==> src/rtl/lrupr_pkg.sv <==
// ============================================================================
// LRU page replacement package
// Transaction types and the lookup summary shared by the frame table and the
// top level.
// ============================================================================
package lrupr_pkg;

    // Width of the frames-in-use configuration register.
    localparam int CFG_W = 5;
    // Frames in use after reset.
    localparam logic [CFG_W-1:0] CFG_RESET = 5'd3;
    // Saturation value of the fault count.
    localparam logic [15:0] FAULT_MAX = 16'hFFFF;

    // One page reference.
    typedef struct packed {
        logic [15:0] page;
        logic        last_ref;
    } in_item_t;

    // One reference result.
    typedef struct packed {
        logic        hit;
        logic [3:0]  frame_slot;
        logic        evicted_valid;
        logic [15:0] evicted_page;
        logic [15:0] faults_so_far;
        logic        string_end;
    } out_item_t;

    // Outcome of one table lookup, handed from the frame table to the control.
    typedef struct packed {
        logic        hit;
        logic        fill;
        logic [3:0]  frame_slot;
        logic        evicted_valid;
        logic [15:0] evicted_page;
    } lookup_t;

endpackage

==> src/rtl/lrupr_table.sv <==
// ============================================================================
// LRU frame table
// Holds the page and recency rank of every frame in one wide row of a
// synchronous memory. The row is read into a register when a reference is accepted,
// searched and updated from that register, and written back when the result is
// committed.
// ============================================================================
module lrupr_table #(
    parameter int NUM_FRAMES = 16
) (
    input  logic                               aclk,
    input  logic                               rd_en,
    input  logic                               wr_en,
    input  logic [15:0]                        page,
    input  logic [$clog2(NUM_FRAMES+1)-1:0]    filled_count,
    input  logic [$clog2(NUM_FRAMES+1)-1:0]    n_eff,
    output lrupr_pkg::lookup_t                 lookup
);
    import lrupr_pkg::*;

    localparam int CW = $clog2(NUM_FRAMES + 1);
    localparam int SW = $clog2(NUM_FRAMES);
    localparam int RW = $clog2(NUM_FRAMES);
    localparam int TABLE_ROWS = 1;

    typedef struct packed {
        logic [15:0]   page;
        logic [RW-1:0] rank;
    } entry_t;

    // Single-row table memory and its registered read data.
    entry_t [NUM_FRAMES-1:0] table_mem [TABLE_ROWS];
    entry_t [NUM_FRAMES-1:0] rd_row_reg;
    entry_t [NUM_FRAMES-1:0] new_row;

    logic [NUM_FRAMES-1:0] valid;
    logic [NUM_FRAMES-1:0] usable;
    logic [NUM_FRAMES-1:0] match;
    logic [NUM_FRAMES-1:0] victim;
    logic [SW-1:0]         hit_idx;
    logic [SW-1:0]         victim_idx;
    logic [SW-1:0]         slot;
    logic [RW-1:0]         old_rank;
    logic                  hit;
    logic                  fill;

    // Read on accept, write back on commit; the two never share a cycle.
    always_ff @(posedge aclk) begin
        if (rd_en) begin
            rd_row_reg <= table_mem[0];
        end
        if (wr_en) begin
            table_mem[0] <= new_row;
        end
    end

    // Frames fill in index order, so a frame is valid below the fill count.
    always_comb begin
        for (int i = 0; i < NUM_FRAMES; i++) begin
            valid[i]  = CW'(i) < filled_count;
            usable[i] = valid[i] && (CW'(i) < n_eff);
            match[i]  = usable[i] && (rd_row_reg[i].page == page);
        end
    end

    // The lowest matching frame wins if a page is held twice.
    always_comb begin
        hit_idx = '0;
        for (int i = NUM_FRAMES - 1; i >= 0; i--) begin
            if (match[i]) begin
                hit_idx = SW'(i);
            end
        end
    end
    assign hit = |match;

    // The victim is the usable frame that no other usable frame outranks.
    always_comb begin
        for (int i = 0; i < NUM_FRAMES; i++) begin
            victim[i] = usable[i];
            for (int j = 0; j < NUM_FRAMES; j++) begin
                if (usable[j] && (rd_row_reg[j].rank > rd_row_reg[i].rank)) begin
                    victim[i] = 1'b0;
                end
            end
        end
        victim_idx = '0;
        for (int i = NUM_FRAMES - 1; i >= 0; i--) begin
            if (victim[i]) begin
                victim_idx = SW'(i);
            end
        end
    end

    // Choose the frame used by this reference and the rank it leaves behind.
    always_comb begin
        fill = !hit && (filled_count < n_eff);
        if (hit) begin
            slot     = hit_idx;
            old_rank = rd_row_reg[hit_idx].rank;
        end else if (fill) begin
            slot     = SW'(filled_count);
            old_rank = '0;
        end else begin
            slot     = victim_idx;
            old_rank = rd_row_reg[victim_idx].rank;
        end
    end

    // On a fill age all other valid frames, else those newer than the touched one.
    always_comb begin
        new_row = rd_row_reg;
        for (int i = 0; i < NUM_FRAMES; i++) begin
            if (valid[i] && (SW'(i) != slot) && (fill || (rd_row_reg[i].rank < old_rank))) begin
                new_row[i].rank = rd_row_reg[i].rank + RW'(1);
            end
        end
        new_row[slot].rank = '0;
        if (!hit) begin
            new_row[slot].page = page;
        end
    end

    // Summary for the control logic.
    always_comb begin
        lookup.hit           = hit;
        lookup.fill          = fill;
        lookup.frame_slot    = 4'(slot);
        lookup.evicted_valid = !hit && !fill;
        lookup.evicted_page  = (!hit && !fill) ? rd_row_reg[victim_idx].page : 16'd0;
    end

`ifndef NO_ASSERTIONS
    // At most one frame can be the eviction victim.
    assert property (@(posedge aclk) wr_en |-> $onehot0(victim))
        else $error("more than one eviction victim");
    // A hit always lands on a frame the search was allowed to use.
    assert property (@(posedge aclk) (wr_en && hit) |-> usable[hit_idx])
        else $error("hit on an unusable frame");
    // An eviction only happens when some usable frame exists.
    assert property (@(posedge aclk) (wr_en && !hit && !fill) |-> $onehot(victim))
        else $error("eviction without a victim");
`endif

endmodule

==> src/rtl/lru_page_replacement_unit.sv <==
// A result is registered when its reference commits from the update state. A new
// reference is taken only after the last one commits, due to the read-modify-write
// of the single frame-table row (read on accept, write back on commit). A waiting
// result stalls only the commit; the next reference is still accepted.
// Reset (aresetn, synchronous, active low) empties the table through the fill count
// and clears the fault count; there is no clearing pass and frames_in_use returns to 3.
// ============================================================================
// LRU page replacement unit
// Fully associative page frame table with least-recently-used replacement,
// one result transaction per page reference.
// ============================================================================
module lru_page_replacement_unit #(
    parameter int NUM_FRAMES = 16
) (
    input  logic                         aclk,
    input  logic                         aresetn,
    input  logic                         s_valid,
    output logic                         s_ready,
    input  lrupr_pkg::in_item_t          s_data,
    output logic                         m_valid,
    input  logic                         m_ready,
    output lrupr_pkg::out_item_t         m_data,
    input  logic                         cfg_valid,
    output logic                         cfg_ready,
    input  logic [lrupr_pkg::CFG_W-1:0]  cfg_data
);
    import lrupr_pkg::*;

    localparam int CW = $clog2(NUM_FRAMES + 1);
    localparam int NW = (CW > CFG_W) ? CW : CFG_W;

    typedef enum logic {ST_IDLE, ST_UPDATE} state_t;

    state_t            state_reg;
    logic [CFG_W-1:0]  frames_in_use_reg;
    logic [CW-1:0]     filled_reg;
    logic [CW-1:0]     filled_next;
    logic [15:0]       fault_reg;
    logic [15:0]       fault_next;
    in_item_t          item_reg;
    logic              m_valid_reg;
    out_item_t         m_data_reg;

    logic [NW-1:0]     n_ext;
    logic [CW-1:0]     n_eff;
    logic              s_accept;
    logic              commit;
    lookup_t           lookup;

    // Clamp the frame count to the range 1 .. NUM_FRAMES.
    always_comb begin
        n_ext = NW'(frames_in_use_reg);
        if (n_ext == '0) begin
            n_eff = CW'(1);
        end else if (n_ext > NW'(NUM_FRAMES)) begin
            n_eff = CW'(NUM_FRAMES);
        end else begin
            n_eff = CW'(n_ext);
        end
    end

    // Handshakes: commit waits only for the output register to be free.
    assign s_ready   = (state_reg == ST_IDLE);
    assign s_accept  = s_valid && s_ready;
    assign commit    = (state_reg == ST_UPDATE) && (!m_valid_reg || m_ready);
    assign cfg_ready = 1'b1;
    assign m_valid   = m_valid_reg;
    assign m_data    = m_data_reg;

    // Next fault and fill counts.
    always_comb begin
        fault_next  = fault_reg;
        filled_next = filled_reg;
        if (!lookup.hit && (fault_reg != FAULT_MAX)) begin
            fault_next = fault_reg + 16'd1;
        end
        if (lookup.fill) begin
            filled_next = filled_reg + CW'(1);
        end
    end

    lrupr_table #(
        .NUM_FRAMES(NUM_FRAMES)
    ) u_table (
        .aclk         (aclk),
        .rd_en        (s_accept),
        .wr_en        (commit),
        .page         (item_reg.page),
        .filled_count (filled_reg),
        .n_eff        (n_eff),
        .lookup       (lookup)
    );

    // Control state, counters and the result register.
    always_ff @(posedge aclk) begin
        if (!aresetn) begin
            state_reg         <= ST_IDLE;
            frames_in_use_reg <= CFG_RESET;
            filled_reg        <= '0;
            fault_reg         <= '0;
            m_valid_reg       <= 1'b0;
        end else begin
            if (cfg_valid && cfg_ready) begin
                frames_in_use_reg <= cfg_data;
            end
            // The result register fills on commit and empties on its handshake.
            if (commit) begin
                m_valid_reg <= 1'b1;
            end else if (m_ready) begin
                m_valid_reg <= 1'b0;
            end
            case (state_reg)
                ST_IDLE: begin
                    if (s_accept) begin
                        item_reg  <= s_data;
                        state_reg <= ST_UPDATE;
                    end
                end
                ST_UPDATE: begin
                    if (commit) begin
                        m_data_reg.hit             <= lookup.hit;
                        m_data_reg.frame_slot      <= lookup.frame_slot;
                        m_data_reg.evicted_valid   <= lookup.evicted_valid;
                        m_data_reg.evicted_page    <= lookup.evicted_page;
                        m_data_reg.faults_so_far   <= fault_next;
                        m_data_reg.string_end      <= item_reg.last_ref;
                        if (item_reg.last_ref) begin
                            filled_reg <= '0;
                            fault_reg  <= '0;
                        end else begin
                            filled_reg <= filled_next;
                            fault_reg  <= fault_next;
                        end
                        state_reg <= ST_IDLE;
                    end
                end
                default: begin
                    state_reg <= ST_IDLE;
                end
            endcase
        end
    end

`ifndef NO_ASSERTIONS
    // A result only appears after a commit from the update state.
    assert property (@(posedge aclk) disable iff (!aresetn)
        $rose(m_valid_reg) |-> $past(state_reg == ST_UPDATE))
        else $error("result without an update");
    // The fill count never exceeds the number of frames.
    assert property (@(posedge aclk) disable iff (!aresetn)
        filled_reg <= CW'(NUM_FRAMES))
        else $error("fill count overflow");
    // A hit result never reports an eviction.
    assert property (@(posedge aclk) disable iff (!aresetn)
        (m_valid_reg && m_data_reg.hit) |->
        (!m_data_reg.evicted_valid && (m_data_reg.evicted_page == 16'd0)))
        else $error("hit with eviction");
    // The end of a string empties the table and clears the fault count.
    assert property (@(posedge aclk) disable iff (!aresetn)
        (commit && item_reg.last_ref) |=> ((filled_reg == '0) && (fault_reg == '0)))
        else $error("string end did not clear state");
`endif

endmodule
==> config.mk <==
export PLATFORM = sky130hd
export DESIGN_NAME = lru_page_replacement_unit
export DESIGN_NICKNAME = d
export VERILOG_FILES = /design/src/rtl/lrupr_pkg.sv /design/src/rtl/lrupr_table.sv /design/src/rtl/lru_page_replacement_unit.sv
export SDC_FILE = /design/constraint.sdc
export NUM_CORES = 2
export LEC_CHECK = 0
export ABC_CLOCK_PERIOD_IN_PS = 30500
export BUFFER_PORTS_ARGS = -buffer_cell sky130_fd_sc_hd__buf_2
export CAP_MARGIN = 10
export CORE_ASPECT_RATIO = 0.7
export CORE_UTILIZATION = 45
export CTS_CLUSTER_SIZE = 10
export DETAILED_ROUTE_END_ITERATION = 8
export RECOVER_POWER = 100
export SLEW_MARGIN = 20
export SYNTH_ARGS = -nofsm -noshare
export SYNTH_HDL_FRONTEND = slang
export SYNTH_SLANG_ARGS = --single-unit
==> constraint.sdc <==
create_clock -name aclk -period 30.5 [get_ports aclk]
set_clock_uncertainty 0.05 [all_clocks]
set_input_delay 1.525 -clock aclk [delete_from_list [all_inputs] [get_ports aclk]]
set_output_delay 1.525 -clock aclk [all_outputs]
set_load 0.01 [all_outputs]
Word-level counts from Yosys, hierarchy flattened
Memories as Yosys holds them, arrays and structs flattened. A register that Yosys moved wholly into a read port is not among the register bits.
Cells that the tools add are included.
{ "totals": {"output_inout_bits": 42, "word_cells": 1062, "mem_bits_ro": 0, "memories": 1, "register_bits": 84, "input_bits": 27, "ramBits": 320, "latchBits": 0} }
{ "mem_list": {"columns": ["memory", "depth", "word_bits", "rd", "rd_clocked_by_memory_dff", "write_ports", "line", "text"], "rows": [
  ["u_table.table_mem", 1, 320, 1, 1, 1, "lrupr_table.sv:32", "entry_t [NUM_FRAMES-1:0] table_mem [TABLE_ROWS];"]
]} }
{ "op_classes": {"mux": 332, "order_cmp": 310, "n_div": 0, "reduce_logical": 355, "n_bitwise": 1, "n_eq_ne": 32, "mul": 0, "addsub": 18, "shifts": 0} }
{ "ops": {"columns": ["operator", "n"], "rows": [
  ["$gt 4x4->1", 256],
  ["$bwmux 320", 2],
  ["$logic_and 1x1->1", 326],
  ["$mux 320", 1],
  ["$mux 1", 262],
  ["$eq 16x16->1", 16],
  ["$mux 4", 54],
  ["$bmux 20 s4", 2],
  ["$demux 20 s4", 2],
  ["$lt 4x5->1 const A", 16],
  ["$add 4x1->4 const B", 16],
  ["$lt 4x4->1", 16],
  ["$lt 3x5->1 const A", 8],
  ["$mux 20", 2],
  ["$mux 16", 2],
  ["$ne 4x4->1 const A", 8],
  ["$lt 1x5->1 const A", 4],
  ["$lt 2x5->1 const A", 4],
  ["$mux 5", 4],
  ["$logic_or 1x1->1", 17],
  ["$add 16x1->16 const B", 1],
  ["$ne 16x16->1 const B", 1],
  ["$ne 3x4->1 const A", 4],
  ["$reduce_or 16->1", 1],
  ["15 further kinds", 23]
]} }

Logic depth before layout (Yosys ltp)
{ "logic_depth": {"depth_word": 49, "ltp_mapped": 28, "ltp_nobuf": 24} }

Hierarchy
A second synthesis with hierarchy kept.
{ "hier_totals": {"cells_unflattened": 4525, "area_unflattened_um2": 49548.8} }
{ "modules_own_cells": {"columns": ["mod", "cells_per_inst", "seq_area_each_um2", "n_inst", "area_per_inst_um2"], "rows": [
  ["lrupr_table", 4243, 19218.4, 1, 46081.7],
  ["lru_page_replacement_unit", 282, 2242.2, 1, 3467.1]
]} }

Least setup slack after synthesis
Ideal clock, no wire load.
{ "synth_path": {"path_kind": "input port to flip-flop", "startpoint": "input s_valid", "endpoint": "register item_reg[0] (netlist bit), enable pin", "cell_stages": 2, "slack_ps": 13232, "n_path_buf": 0, "t_required_ps": 30073, "arrival_ps": 16841, "setup_time_ps": 377, "path_cell_list": "nor2b_1 > and2_1"} }
{ "synth_between": {"elab_chain_cells": 2} }
{ "synth_rtl": {"columns": ["element", "line", "text"], "rows": [
  ["start: declaration", "lru_page_replacement_unit.sv:17", "input logic s_valid,"],
  ["$logic_and 1x1->1", "lru_page_replacement_unit.sv:64", "assign s_accept = s_valid && s_ready;"],
  ["$reduce_and 3->1 (no line)", null, null],
  ["end signal: assignment", "lru_page_replacement_unit.sv:115", "item_reg <= s_data;"],
  ["end: declaration", "lru_page_replacement_unit.sv:40", "in_item_t item_reg;"]
]} }
No other way between the ends.
A chain may end at the register's enable or synchronous reset.

Worst setup path in the final report
{ "layout_path": {"startpoint": "input m_ready", "endpoint": "memory u_table.table_mem[0][68] (netlist bit), enable pin"} }
{ "layout_between": {"elab_chain_cells": 4} }
{ "layout_rtl": {"columns": ["element", "line", "text"], "rows": [
  ["start: declaration", "lru_page_replacement_unit.sv:21", "input logic m_ready,"],
  ["$logic_or 1x1->1", "lru_page_replacement_unit.sv:65", "assign commit = (state_reg == ST_UPDATE) && (!m_valid_reg || m_ready);"],
  ["$logic_and 1x1->1", "lru_page_replacement_unit.sv:65", null],
  ["via commit", "lru_page_replacement_unit.sv:47", "logic commit;"],
  ["$mux 1", "lrupr_table.sv:52", "if (wr_en) begin"],
  ["$mux 1 (not written as such)", "lrupr_table.sv:53", "table_mem[0] <= new_row;"],
  ["end: declaration", "lrupr_table.sv:32", null]
]} }
The timed path passes the listed nets, and every way through them passes these cells.

==> flow_summary.rst <==
.. list-table::
   :header-rows: 1

   * - Metric
     - Value
   * - Global route total overflow
     - 0
   * - Max-slew violation total from the final report
     - 851
   * - Actual transition at the worst max-transition pin
     - 8.91 ns
   * - Final Hold Violating Endpoints
     - 0
   * - Async set-or-reset flop fraction in the synthesized netlist
     - 0%
   * - 1st-iter DRT viols
     - 6,147
   * - Antenna violations before repair
     - 12
   * - Net Count, Synth
     - about 4,700
   * - Slew Limit Headroom
     - -494%
   * - Sum of negative setup slack
     - 0 ns
   * - Vias
     - around 38,000
   * - Cts bufs inserted
     - 82
   * - Layout-stage area growth over the synthesis result
     - 9.25%
   * - Class of the tightest hold or removal check
     - flip-flop to flip-flop
   * - CP Capture Type
     - flip-flop
   * - HPWL Detailed
     - 126 mm
   * - Die Span X
     - between 300 and 400 um
   * - Cell depth of the worst hold path
     - 0
   * - Portion of total power attributed to sequential cells
     - between 40% and 50%
   * - Initial core utilization
     - 45.7%
   * - Post-synthesis cell count
     - 4,142
   * - Total setup violations reported at the end of the flow
     - 0
   * - Pwr Density
     - 48.5 mW/mm^2
   * - Antenna Nets Post-Route
     - 0
   * - Total number of placement rows
     - 99
   * - Maximum net fanout on the critical path
     - 141
   * - Count of flip-flops with a built-in enable after synthesis
     - slightly below 700
   * - IO Count
     - 69
   * - Number of distinct library cells after synthesis
     - between 100 and 150
   * - TritonCTS clock tree
     - done
   * - Internal power contribution
     - about 1.8 mW
   * - Fraction of the cycle the final worst path needs
     - a little under half
   * - Reg-to-Reg End
     - u_table.table_mem[0][68]
   * - Setup repair after global routing missed its margin
     - false
   * - Violations in the final reports
     - max-capacitance violations, max-slew violations
   * - Reg-to-reg critical path startpoint
     - m_valid
   * - Worst min-delay path endpoint
     - u_table.rd_row_reg[37]
   * - Mean instance size in the synthesized netlist
     - 11.6 um^2
   * - Die Height
     - 275 um
   * - Final worst path period need
     - 14.17 ns
   * - Worst reg2reg setup slack
     - 17.00 ns
   * - Syn Std Cell Area
     - 0.0479 mm^2
   * - Startpoint Class
     - input port
   * - Run status
     - finished with violations
   * - Count of port buffers added during placement
     - 67
   * - Depth of the worst register-to-register path
     - 6
   * - Via count normalized by instance count
     - 6.68
   * - Endpoint arrival time on the critical path
     - 14.31 ns
   * - Count of maximum capacitance violations
     - 15
   * - Clock power frac
     - approximately a third
   * - DRC errors left
     - 0
   * - Clock-pin slew on the worst setup and hold paths
     - 0.05 ns
   * - Post CTS Setup Buffer Count
     - 0
   * - Logic pwr share
     - 16.3%
   * - Insertion delay to the later sink of the worst-skew pair
     - 0.67 ns
   * - Global-route wire length before repair
     - 253 mm
   * - Sinks on Clock Net
     - 724
   * - Seq cells post-synth
     - around 720
   * - Post-detailed-route wirelength per cell
     - 31.7 um
   * - All-layer global routing usage
     - 32.8%
   * - Core area
     - 0.105 mm^2
   * - Launch point of the worst hold path
     - u_table.table_mem[0][37]
   * - Total length of routed wires
     - around 180 mm
   * - Clock Path Buffers
     - 3
   * - Portion of the post-synthesis area used by sequential elements
     - between 40% and 50%
   * - Sw Pwr
     - 0.708 mW
   * - Global placer's final weighted congestion
     - 1.06
   * - CP required
     - just over 30 ns
   * - Ratio of cells with drive above 1 in the final layout
     - between 10% and 20%
   * - Non-Filler Instances
     - 5,686
   * - Number of buffers inserted by hold repair at cts
     - 0
   * - Maximum number of pins on one net before global-route repair
     - 154
   * - Timing-limited maximum frequency
     - 70.6 MHz
   * - Warning count from the yosys run
     - 0
   * - Count of nets after finishing
     - 4,789
   * - Number of optimization iterations in the first detailed-route pass
     - 6
   * - Number of gates resized after cts
     - 0
   * - Clock root buffer master
     - clkbuf_16
   * - Post-synth top flop
     - edfxtp_1
   * - Share of total power consumed by net switching
     - 27.9%
   * - Maximum ir drop on the vdd rail
     - around 0.000038 V
   * - CTS H-tree lvls
     - 3
   * - Dpl cells
     - roughly 5,600
   * - Leak pwr
     - 19.3 nW
   * - Setup CP Type
     - input port to flip-flop
   * - Die area
     - 0.108 mm^2
   * - Number of global-route vias before repair
     - 33,782
-- worst max-delay path: stages --
cell and delay (ns):
buf_2 0.07, nand2b_1 0.14, nand2_1 0.07, clkbuf_1 0.37
clkinvlp_2 3.98, clkbuf_1 5.54, clkbuf_1 2.50
-- cells by family (layout without fill, tap and decap cells) --
kind of cell | after synthesis | count (layout) | synth area share (%)
AND/OR/NAND/NOR | 1095 | 1095 | 12.2
AO/OA/AOI/OAI | 774 | 774 | 10.6
flip-flops | 724 | 724 | 44.8
adder cells (fa/ha/maj) | 520 | 520 | 13.6
multiplexers | 379 | 379 | 10.3
buffers and inverters | 341 | 466 | 2.96
XOR/XNOR | 308 | 308 | 5.63
other | 1 | 6 | 0.00783
-- placed cells by master (no fill, tap or decap), types with 15 or more instances in the layout --
| cell | instances |
|---|---|
| edfxtp_1 | 696 |
| ha_1 | 519 |
| mux2_2 | 257 |
| nand2_1 | 253 |
| a21oi_1 | 250 |
| xnor2_1 | 184 |
| nor2_1 | 167 |
| nand4_1 | 163 |
| o21ai_0 | 158 |
| inv_1 | 153 |
| nand3_1 | 152 |
| xor2_1 | 124 |
| buf_4 | 113 |
| clkbuf_1 | 86 |
| clkbuf_16 | 84 |
| o211ai_1 | 76 |
| nor2b_1 | 74 |
| mux4_2 | 64 |
| nor4_1 | 62 |
| mux2i_1 | 51 |
| nor3_1 | 43 |
| and3_1 | 38 |
| dfxtp_1 | 28 |
| a211oi_1 | 25 |
| buf_2 | 23 |
| o21a_1 | 22 |
| a22oi_1 | 21 |
| or3_1 | 20 |
| a31oi_1 | 20 |
| nand2b_1 | 16 |
| o22ai_1 | 16 |
| o221ai_1 | 16 |
| and4_1 | 15 |
-- worst max path at each step --
| stage | from | to | slack (ns) |
|---|---|---|---|
| floorplan | s_valid | item_reg[0] | 13.23 |
| global placement | u_table.rd_row_reg[103] | u_table.table_mem[0][243] | 21.81 |
| detailed placement | u_table.rd_row_reg[181] | u_table.table_mem[0][203] | 21.61 |
| CTS | u_table.rd_row_reg[181] | u_table.table_mem[0][203] | 21.57 |
| global route | m_ready | u_table.table_mem[0][103] | 15.08 |
| finish | m_ready | u_table.table_mem[0][68] | 16.33 |
-- metal layers --
| layer | vias up | global-route usage (%) | wire length [um] | share of wire [%] |
|---|---|---|---|---|
| li1 | 16290 | - | - | - |
| met1 | 18805 | 52.9 | 83200 | 46 |
| met2 | 2561 | 40.6 | 65700 | 36 |
| met3 | 304 | 10.4 | 26200 | 15 |
| met4 | 6 | 8.77 | 4920 | 2.7 |
| met5 | - | 0 | 32 | 0.018 |
-- power by group through the flow --
stage	Clock (mW)	Combinational, mW	Sequential (mW)
finish	0.894	0.415	1.23
global route	0.945	0.449	1.23
CTS	0.908	0.405	1.21
detailed placement	0	0.403	1.23
global placement	0	0.396	1.23
floorplan	0	0.261	1.25
-- cell usage after synthesis, types with 20 or more instances --
cell type / n / area [um^2]
xnor2_1: 184 / 1610
mux2_2: 263 / 2960
nand3_1: 152 / 761
dfxtp_1: 28 / 561
or3_1: 20 / 125
and3_1: 38 / 238
a211oi_1: 25 / 188
nand2_1: 253 / 950
a31oi_1: 20 / 125
nor2_1: 167 / 627
a21oi_1: 251 / 1260
mux4_2: 64 / 1440
buf_2: 84 / 420
clkbuf_1: 84 / 315
edfxtp_1: 696 / 20900
a22oi_1: 21 / 158
nor4_1: 62 / 388
nor3_1: 47 / 235
nor2b_1: 75 / 469
mux2i_1: 51 / 510
o21ai_0: 148 / 741
nand4_1: 163 / 1020
xor2_1: 124 / 1090
o21a_1: 21 / 158
o211ai_1: 75 / 563
ha_1: 519 / 6490
inv_1: 153 / 574
-- metrics by stage --
stage	hold slack [ns]	power [mW]	utilization, %	setup slack (ns)	area (um^2)
finish	0.348	2.54	49.9	16.33	52300
global route	0.364	2.63	49.9	15.08	52300
CTS	0.354	2.53	50.2	21.57	52600
detailed placement	0.355	1.64	48.0	21.61	50300
global placement	0.350	1.63	48.0	21.81	50300
floorplan	0.350	1.51	-	13.23	47900
-- area by class of cell --
type / instances / area (um^2)
Antenna cell: 5 / 12.5
Clock buffer: 102 / 2170
Clock inverter: 6 / 92.6
Fill cell: 9332 / 52500
Inverter: 154 / 579
Multi-Input combinational cell: 3077 / 25000
Sequential cell: 724 / 21500
Tap cell: 1414 / 1770
Timing Repair Buffer: 204 / 1220
(Power assumes the default switching activity.)
